File: src/rtl/core/cds_pkg.sv
// Package of the cover drive sequencer: codes, constants and payload types.
package cds_pkg;

    // Operation of the cover, also used for the last direction moved
    typedef enum logic [1:0] {
        OP_IDLE    = 2'd0,
        OP_OPENING = 2'd1,
        OP_CLOSING = 2'd2
    } t_op;

    // Drive trigger fired in a step
    typedef enum logic [1:0] {
        TRIG_NONE  = 2'd0,
        TRIG_STOP  = 2'd1,
        TRIG_OPEN  = 2'd2,
        TRIG_CLOSE = 2'd3
    } t_trig;

    // Request action codes
    typedef enum logic [1:0] {
        ACT_TICK   = 2'd0,
        ACT_STOP   = 2'd1,
        ACT_TOGGLE = 2'd2,
        ACT_GOTO   = 2'd3
    } t_action;

    // Configuration register indexes
    localparam logic [1:0] CFG_MAX_RUN    = 2'd0;
    localparam logic [1:0] CFG_DISENGAGE  = 2'd1;
    localparam logic [1:0] CFG_PUB_PERIOD = 2'd2;

    // Configuration reset values
    localparam logic [31:0] MAX_RUN_RESET    = 32'hFFFF_FFFF;
    localparam logic [31:0] DISENGAGE_RESET  = 32'd0;
    localparam logic [15:0] PUB_PERIOD_RESET = 16'd1000;

    // Positions in thousandths
    localparam logic [9:0] POS_OPEN      = 10'd1000;
    localparam logic [9:0] POS_CLOSED    = 10'd0;
    localparam logic [9:0] POS_RESET     = 10'd500;
    localparam logic [9:0] POS_TOLERANCE = 10'd10;

    // Input request payload
    typedef struct packed {
        logic [1:0] action;
        logic [9:0] sensor_position;
        logic [9:0] requested_position;
    } t_cds_in;

    // Result payload
    typedef struct packed {
        logic [1:0] drive_command;
        logic [1:0] operation;
        logic [9:0] reported_position;
        logic       publish;
    } t_cds_out;

    // Configuration registers as seen by the step logic
    typedef struct packed {
        logic [31:0] max_run_ms;
        logic [31:0] disengage_ms;
        logic [15:0] publish_period_ms;
    } t_cds_cfg;

    // Sequencer state
    typedef struct packed {
        t_op         op;
        t_op         last_dir;
        logic [9:0]  target;
        logic [9:0]  position;
        logic        disengaging;
        logic        disengaged;
        logic [31:0] run_timer;
        logic [31:0] dis_timer;
        logic [15:0] pub_timer;
    } t_cds_state;

endpackage

File: src/rtl/core/cds_in_stage.sv
// Input register stage of the cover drive sequencer.
module cds_in_stage
    import cds_pkg::*;
(
    input  logic    i_clk,
    input  logic    i_rst_n,
    input  logic    i_in_valid,
    output logic    o_in_stall,
    input  t_cds_in i_in,
    input  logic    i_advance,
    output logic    o_valid,
    output t_cds_in o_req
);

    logic    r_valid;
    t_cds_in r_req;

    // Hold the request while the result stage cannot advance
    assign o_in_stall = r_valid && !i_advance;

    // Capture a new request whenever the stage is free
    always_ff @(posedge i_clk) begin
        if (!i_rst_n) begin
            r_valid <= 1'b0;
        end else if (!o_in_stall) begin
            r_valid <= i_in_valid;
        end
    end

    always_ff @(posedge i_clk) begin
        if (!o_in_stall) begin
            r_req <= i_in;
        end
    end

    assign o_valid = r_valid;
    assign o_req   = r_req;

endmodule

File: src/rtl/core/cds_step.sv
// Combinational step logic: next state and result for one request.
module cds_step
    import cds_pkg::*;
(
    input  t_cds_in    i_req,
    input  t_cds_state i_state,
    input  t_cds_cfg   i_cfg,
    output t_cds_state o_state,
    output t_cds_out   o_result
);

    typedef struct packed {
        t_cds_state st;
        t_trig      drive;
        logic       pub;
    } t_work;

    // Start a new direction; nothing happens if it is the current one
    function automatic t_work f_begin(t_work w, t_op dir);
        t_work r;
        r = w;
        if (dir != r.st.op) begin
            if (dir == OP_IDLE) begin
                r.drive = TRIG_STOP;
            end else begin
                r.st.disengaged = 1'b0;
                r.st.last_dir   = dir;
                r.drive         = (dir == OP_OPENING) ? TRIG_OPEN : TRIG_CLOSE;
            end
            r.st.op        = dir;
            r.st.run_timer = '0;
        end
        return r;
    endfunction

    // Begin the disengage pulse, or go idle once disengaged
    function automatic t_work f_go_idle(t_work w);
        t_work r;
        r = w;
        if (!r.st.disengaged) begin
            r.st.disengaging = 1'b1;
            r.st.dis_timer   = '0;
            if (r.st.op == OP_OPENING) begin
                r.drive = TRIG_CLOSE;
            end else if (r.st.op == OP_CLOSING) begin
                r.drive = TRIG_OPEN;
            end
        end else begin
            r = f_begin(r, OP_IDLE);
            r.pub = 1'b1;
        end
        return r;
    endfunction

    function automatic logic f_reached(t_work w, logic [9:0] pos);
        logic hit;
        case (w.st.op)
            OP_OPENING: hit = (pos >= w.st.target);
            OP_CLOSING: hit = (pos <= w.st.target);
            default:    hit = 1'b1;
        endcase
        return hit;
    endfunction

    // Work through one request
    always_comb begin
        t_work      w;
        logic [9:0] pos;
        logic [9:0] req;
        logic [9:0] diff;
        logic       report_due;

        pos  = (i_req.sensor_position > POS_OPEN) ? POS_OPEN : i_req.sensor_position;
        req  = (i_req.requested_position > POS_OPEN) ? POS_OPEN
                                                     : i_req.requested_position;
        diff = (req > pos) ? (req - pos) : (pos - req);
        report_due = (i_state.pub_timer >= i_cfg.publish_period_ms);

        w.st    = i_state;
        w.drive = TRIG_NONE;
        w.pub   = 1'b0;

        case (i_req.action)
            ACT_TICK: begin
                // Advance the saturating timers
                if (w.st.run_timer != '1) begin
                    w.st.run_timer = w.st.run_timer + 32'd1;
                end
                if (w.st.dis_timer != '1) begin
                    w.st.dis_timer = w.st.dis_timer + 32'd1;
                end
                if (w.st.op == OP_IDLE) begin
                    if (w.st.pub_timer != '1) begin
                        w.st.pub_timer = w.st.pub_timer + 16'd1;
                    end
                end else begin
                    w.st.position = pos;
                    if (w.st.run_timer > i_cfg.max_run_ms) begin
                        w = f_go_idle(w);
                    end
                    if (w.st.disengaging) begin
                        if (w.st.dis_timer > i_cfg.disengage_ms) begin
                            w.st.disengaged  = 1'b1;
                            w.st.disengaging = 1'b0;
                            w = f_go_idle(w);
                        end
                    end else if (f_reached(w, pos)) begin
                        w.st.disengaged = 1'b0;
                        w = f_go_idle(w);
                    end
                    // Request a periodic report
                    if (report_due) begin
                        w.pub          = 1'b1;
                        w.st.pub_timer = '0;
                    end else if (w.st.pub_timer != '1) begin
                        w.st.pub_timer = w.st.pub_timer + 16'd1;
                    end
                end
            end
            ACT_STOP: begin
                w = f_go_idle(w);
                w.st.position = pos;
            end
            ACT_TOGGLE: begin
                w.st.position = pos;
                if (w.st.op != OP_IDLE) begin
                    w = f_begin(w, OP_IDLE);
                    w.pub = 1'b1;
                end else if (pos == POS_CLOSED || w.st.last_dir == OP_CLOSING) begin
                    w.st.target = POS_OPEN;
                    w = f_begin(w, OP_OPENING);
                end else begin
                    w.st.target = POS_CLOSED;
                    w = f_begin(w, OP_CLOSING);
                end
            end
            default: begin
                // Go to target unless already within tolerance
                w.st.position = pos;
                if (diff >= POS_TOLERANCE) begin
                    w.st.target = req;
                    w = f_begin(w, (req < pos) ? OP_CLOSING : OP_OPENING);
                end
            end
        endcase

        o_state                    = w.st;
        o_result.drive_command     = w.drive;
        o_result.operation         = w.st.op;
        o_result.reported_position = w.st.position;
        o_result.publish           = w.pub;
    end

endmodule

File: src/rtl/core/cds_out_stage.sv
// Result register stage of the cover drive sequencer.
module cds_out_stage
    import cds_pkg::*;
(
    input  logic     i_clk,
    input  logic     i_rst_n,
    input  logic     i_valid,
    input  t_cds_out i_result,
    input  logic     i_out_stall,
    output logic     o_advance,
    output logic     o_out_valid,
    output t_cds_out o_out
);

    logic     r_valid;
    t_cds_out r_out;

    // Advance unless a result is waiting and stalled
    assign o_advance = !(r_valid && i_out_stall);

    always_ff @(posedge i_clk) begin
        if (!i_rst_n) begin
            r_valid <= 1'b0;
        end else if (o_advance) begin
            r_valid <= i_valid;
        end
    end

    always_ff @(posedge i_clk) begin
        if (o_advance) begin
            r_out <= i_result;
        end
    end

    assign o_out_valid = r_valid;
    assign o_out       = r_out;

endmodule

File: src/rtl/core/cover_drive_sequencer_core.sv
// Top level of the cover drive sequencer: state, configuration and stages.
//
//   channel   direction  handshake            payload
//   in        input      i_in_valid/o_in_stall  t_cds_in  (action, positions)
//   out       output     o_out_valid/i_out_stall t_cds_out (trigger, op, pos, pub)
//   cfg       input      i_cfg_valid/o_cfg_ready i_cfg_index, i_cfg_data
//
// A result is offered once the result register holds it: the request
// sits in the input register while the step logic works on it, and the
// result register loads it when the output does not stall.
// A new request is accepted every cycle unless the result stalls; the step
// logic updates the state in the same cycle as it loads the result register.
// A stalled result holds both stages; the input stalls only then.
// Synchronous reset sets state and configuration to their reset values
// and clears the valid flags; the configuration port is always ready.
module cover_drive_sequencer_core
    import cds_pkg::*;
(
    input  logic        i_clk,
    input  logic        i_rst_n,
    input  logic        i_in_valid,
    output logic        o_in_stall,
    input  t_cds_in     i_in,
    output logic        o_out_valid,
    input  logic        i_out_stall,
    output t_cds_out    o_out,
    input  logic        i_cfg_valid,
    output logic        o_cfg_ready,
    input  logic [1:0]  i_cfg_index,
    input  logic [31:0] i_cfg_data
);

    t_cds_cfg   r_cfg;
    t_cds_state r_state;
    t_cds_state n_state;
    t_cds_in    req;
    t_cds_out   result;
    logic       req_valid;
    logic       advance;

    assign o_cfg_ready = 1'b1;

    // Write configuration registers
    always_ff @(posedge i_clk) begin
        if (!i_rst_n) begin
            r_cfg.max_run_ms        <= MAX_RUN_RESET;
            r_cfg.disengage_ms      <= DISENGAGE_RESET;
            r_cfg.publish_period_ms <= PUB_PERIOD_RESET;
        end else if (i_cfg_valid && o_cfg_ready) begin
            case (i_cfg_index)
                CFG_MAX_RUN:    r_cfg.max_run_ms        <= i_cfg_data;
                CFG_DISENGAGE:  r_cfg.disengage_ms      <= i_cfg_data;
                CFG_PUB_PERIOD: r_cfg.publish_period_ms <= i_cfg_data[15:0];
                default: ;
            endcase
        end
    end

    cds_in_stage u_in (
        .i_clk      (i_clk),
        .i_rst_n    (i_rst_n),
        .i_in_valid (i_in_valid),
        .o_in_stall (o_in_stall),
        .i_in       (i_in),
        .i_advance  (advance),
        .o_valid    (req_valid),
        .o_req      (req)
    );

    cds_step u_step (
        .i_req    (req),
        .i_state  (r_state),
        .i_cfg    (r_cfg),
        .o_state  (n_state),
        .o_result (result)
    );

    // Commit the state when a request moves into the result register
    always_ff @(posedge i_clk) begin
        if (!i_rst_n) begin
            r_state.op          <= OP_IDLE;
            r_state.last_dir    <= OP_IDLE;
            r_state.target      <= POS_CLOSED;
            r_state.position    <= POS_RESET;
            r_state.disengaging <= 1'b0;
            r_state.disengaged  <= 1'b0;
            r_state.run_timer   <= '0;
            r_state.dis_timer   <= '0;
            r_state.pub_timer   <= '0;
        end else if (req_valid && advance) begin
            r_state <= n_state;
        end
    end

    cds_out_stage u_out (
        .i_clk       (i_clk),
        .i_rst_n     (i_rst_n),
        .i_valid     (req_valid),
        .i_result    (result),
        .i_out_stall (i_out_stall),
        .o_advance   (advance),
        .o_out_valid (o_out_valid),
        .o_out       (o_out)
    );

endmodule

File: config.mk
export PLATFORM = sky130hd
export DESIGN_NAME = cover_drive_sequencer_core
export DESIGN_NICKNAME = d
export VERILOG_FILES = /design/src/rtl/core/cds_pkg.sv /design/src/rtl/core/cds_in_stage.sv /design/src/rtl/core/cds_step.sv /design/src/rtl/core/cds_out_stage.sv /design/src/rtl/core/cover_drive_sequencer_core.sv
export SDC_FILE = /design/constraint.sdc
export NUM_CORES = 1
export LEC_CHECK = 0
export ABC_AREA = 1
export BUFFER_PORTS_ARGS = -buffer_cell sky130_fd_sc_hd__buf_2
export CAP_MARGIN = 25
export CORE_MARGIN = 4
export CORE_UTILIZATION = 55
export DETAILED_ROUTE_END_ITERATION = 8
export PLACE_DENSITY = 0.81
export SETUP_SLACK_MARGIN = 0.3
export SLEW_MARGIN = 20
export SYNTH_ARGS = -nofsm -noshare
export SYNTH_HDL_FRONTEND = slang
export SYNTH_SLANG_ARGS = --single-unit
File: constraint.sdc
create_clock -name i_clk -period 4.8 [get_ports i_clk]
set_input_delay 0.72 -clock i_clk [delete_from_list [all_inputs] [get_ports i_clk]]
set_output_delay 0.72 -clock i_clk [all_outputs]
set_load 0.05 [all_outputs]
==> flow_summary.json <==
{
  "run_status": "complete, but fails checks",
  "failing_checks": "setup timing",
  "synth_async_sr_flop_share_pct": 0,
  "critPathRequiredTime_ps": 5270,
  "ys_dominant_reg_cell": "sky130_fd_sc_hd__dfxtp_1",
  "whs_path_depth": 1,
  "seqPwrFrac_pct": 39.6,
  "worstSetupPathType": "register to register",
  "critical-path-max-stage-delay_ps": 350,
  "syn_to_final_growth_pct": 25.7,
  "first_pass_grt_wire_length_microns": 73000,
  "drive_above_1_share_pct": 20.1,
  "die_y_microns": 173,
  "final-max-slew-violation-count": 0,
  "irDropWorstVdd_mv": 0.267,
  "clock_skew_ps": 24.2,
  "power.share.combinational_pct": 20.3,
  "clock.fmax_ghz": 0.178,
  "worstMarginPinSlew_ps": 1030,
  "p_sw_uw": 1590,
  "slew-limit-headroom_pct": 31.5,
  "grt.met3_usage_pct": 4.09,
  "power_frac_clock_pct": 40.1,
  "hp-class": "input port to register",
  "ant_nets": 0,
  "cts.reportedPaths.clkPinSlew_ps": 60,
  "total_leakage_power_uw": 0.00914,
  "worst-r2r-cell-count": 41,
  "cts_htree_levels": 1,
  "worst_r2r_endpoint": "r_state[53]",
  "max-clock-path-buffers": 3,
  "cts-root-buf": "sky130_fd_sc_hd__clkbuf_16",
  "power.internal_uw": 3670,
  "die_area_sq_mm": 0.0299,
  "drt_first_pass_iters": 6,
  "cts_made_buffers": 27,
  "count_of_state_elements_after_synthesis": 225,
  "cp.arrival_ps": 6090,
  "critical_path.endpoint_type": "register",
  "grt_util_all_layers_pct": 28.7,
  "footprint_of_the_multi_input_gates_sq_mm": 0.00937,
  "hold_path_origin": "i_in[7]",
  "clkLatencyLatePin_ps": 550,
  "count_of_warnings_emitted_by_yosys": 0,
  "dr.first_iter.drc_count": 1887,
  "floorplan.die.width_microns": 173,
  "final-seq-area_sq_mm": 0.00488,
  "finalSetupViolations": 71,
  "antennaDiodeCount": 0,
  "final-hold-violation-count": 0,
  "gp_congestion": 0.999,
  "cts.hold.buffers_added": 0,
  "critPathSlowestCell": "sky130_fd_sc_hd__dfxtp_2",
  "routedWlPerCell_microns": 17.4,
  "sequential_cell_area_fraction_in_the_yosys_report_pct": 32.6,
  "cp_top_family": "simple AND/OR/NAND/NOR gates",
  "timing.critical_path.mode_cell": "sky130_fd_sc_hd__buf_6",
  "mappedNetlistNets": 2421,
  "met1_resource_use_gr_pct": 36.2,
  "rsz0062_at_grt": "true",
  "vias_per_cell": 5.73,
  "globalRoute.busiestLayer": "met2",
  "floorplan.initialDensity_pct": 55.7,
  "finalWirelength_microns": 48700,
  "postLayoutSetupSlackWorst_ps": -816,
  "tritoncts_clock_tree": "built",
  "final_period_util_pct": 117,
  "fillers": 2050,
  "timing.rr.start": "r_state[48]",
  "vias": 16100,
  "period_needed_ps": 5620,
  "grt_max_degree": 67,
  "hold_path_end": "u_in.o_req[7]",
  "reg2reg_setup_slack_ps": -820,
  "worstPathMaxFanout": 8,
  "met2_usage_pct": 49.5,
  "synthesis.area_per_instance_sq_um": 6.69,
  "drc": 0,
  "hold_slack_ps": 358,
  "max_cap_violations": 0,
  "hpwl_microns": 31500,
  "netSwitchingFraction_pct": 30.2,
  "core.rowCount": 60,
  "fin_nets": 2623,
  "cp-start-kind": "register",
  "grt_overflow_total": 0,
  "syn-cell-area_sq_mm": 0.0150,
  "postLayoutCoreUtil_pct": 70.1,
  "cp.buffers_inverters": 12,
  "port-buffer-count": 77,
  "ioPinCount": 79,
  "vias_in_the_first_global_route": 15000,
  "postSynthCellCount": 2239,
  "clock_sinks": 225,
  "coreArea_sq_mm": 0.0269,
  "p_per_area_mw_per_mm2": 279,
  "edff_count_synth": 37,
  "synth.distinct_cells": 46,
  "antenna_found_initial": 0
}
==> worst max path at each step <==
stage,start,endpoint,cells past startpoint
after global routing,r_state[48],r_state[53],41
after floorplan,r_state[48],r_state[63],39
after global placement,r_state[48],r_state[78],40
after detailed placement,r_state[48],r_state[76],39
final,r_state[48],r_state[53],41
after CTS,r_state[48],r_state[65],42
==> synth_stat cells, types with 37 or more instances <==
master / number / area, sq um
sky130_fd_sc_hd__nand2_1: 551 / 2070
sky130_fd_sc_hd__inv_1: 332 / 1250
sky130_fd_sc_hd__nor2_1: 262 / 983
sky130_fd_sc_hd__a21oi_1: 189 / 946
sky130_fd_sc_hd__dfxtp_1: 188 / 3760
sky130_fd_sc_hd__ha_1: 119 / 1490
sky130_fd_sc_hd__nand3_1: 105 / 526
sky130_fd_sc_hd__o21ai_0: 101 / 505
sky130_fd_sc_hd__clkbuf_1: 57 / 214
sky130_fd_sc_hd__nor3_1: 49 / 245
sky130_fd_sc_hd__o211ai_1: 47 / 353
sky130_fd_sc_hd__xor2_1: 38 / 333
sky130_fd_sc_hd__edfxtp_1: 37 / 1110
==> flip-flops by register name (all words and copies together), names as in the netlist <==
register	cells
r_cfg	80
u_in.o_valid	1
u_out.o_out_valid	1
r_state	106
u_in.o_req	22
u_out.o_out	15
==> logic make-up after synthesis <==
group / synth area share, %
buf+inv: 11.3
xor+xnor: 3.10
other cells: 0.0250
flops: 32.6
simple gates: 29.6
fa+ha+maj: 10.2
compound gates: 13.3
==> layout by cell type, fill, tap and decap left out, drive strengths merged <==
master / netlist / routed
nand3: 109 / 110
conb: 1 / 1
nor3: 49 / 49
o21bai: 1 / 1
nand2: 565 / 565
a31oi: 4 / 4
a21oi: 192 / 192
inv: 340 / 342
and2: 1 / 1
clkbuf: 57 / 36
xnor2: 15 / 15
o2111ai: 1 / 1
clkinvlp: 0 / 2
edfxtp: 37 / 37
nor4: 21 / 21
o211ai: 47 / 47
dfxtp: 188 / 188
a21o: 5 / 5
a21boi: 2 / 2
bufinv: 0 / 3
ha: 119 / 119
xor2: 38 / 38
and3: 2 / 2
nor2: 271 / 271
o21ai: 101 / 101
or2: 1 / 1
o21a: 5 / 5
nand4: 33 / 33
buf: 25 / 254
o22ai: 1 / 1
o311ai: 1 / 1
clkinv: 4 / 10
o31ai: 1 / 1
fa: 2 / 2
==> area by class of cell <==
cell class                 count  share of cell area [%]
multi-input combinational   1589                    49.7
inverter                     344                    6.88
sequential                   225                    25.9
timing repair buffer         254                    10.4
clock buffer                  36                    4.03
clock inverter                13                   0.811
tap                          341                    2.27
==> routing by layer <==
layer / vias to the layer above / routed length [microns]
li1: 7607 / -
met1: 7371 / 19000
met2: 841 / 23200
met3: 242 / 3870
met4: 0 / 2610
met5: - / 0
==> power by group through the flow <==
stage          combinational [uW]  clock [uW]  sequential [uW]
2_1_floorplan                 573           0             2170
3_3_place_gp                  893           0             2110
3_5_place_dp                  917           0             2120
4_1_cts                       982        2120             2080
5_1_grt                      1160        2200             2090
6_report                     1070        2110             2080
==> metrics by stage <==
step	setup TNS [ps]	cells	total power (uW)	area [sq um]	setup slack, ps
2_1_floorplan	0	2239	2740	15000	307
3_5_place_dp	-25280	2712	3030	16500	-708
6_report	-29340	2802	5260	18800	-816
3_3_place_gp	-19970	2712	3000	16500	-525
5_1_grt	-46960	2802	5450	18800	-1010
4_1_cts	-14500	2786	5180	18200	-439
==> what timing repair did <==
action / in CTS / in global routing
endpoints found under the setup margin: 73 / 73
buffers inserted: 21 / 15
gates cloned: 4 / 0
pin swaps: 79 / 60
gates resized for setup: 112 / 124
No activity file was read; power rests on OpenSTA's default activity.
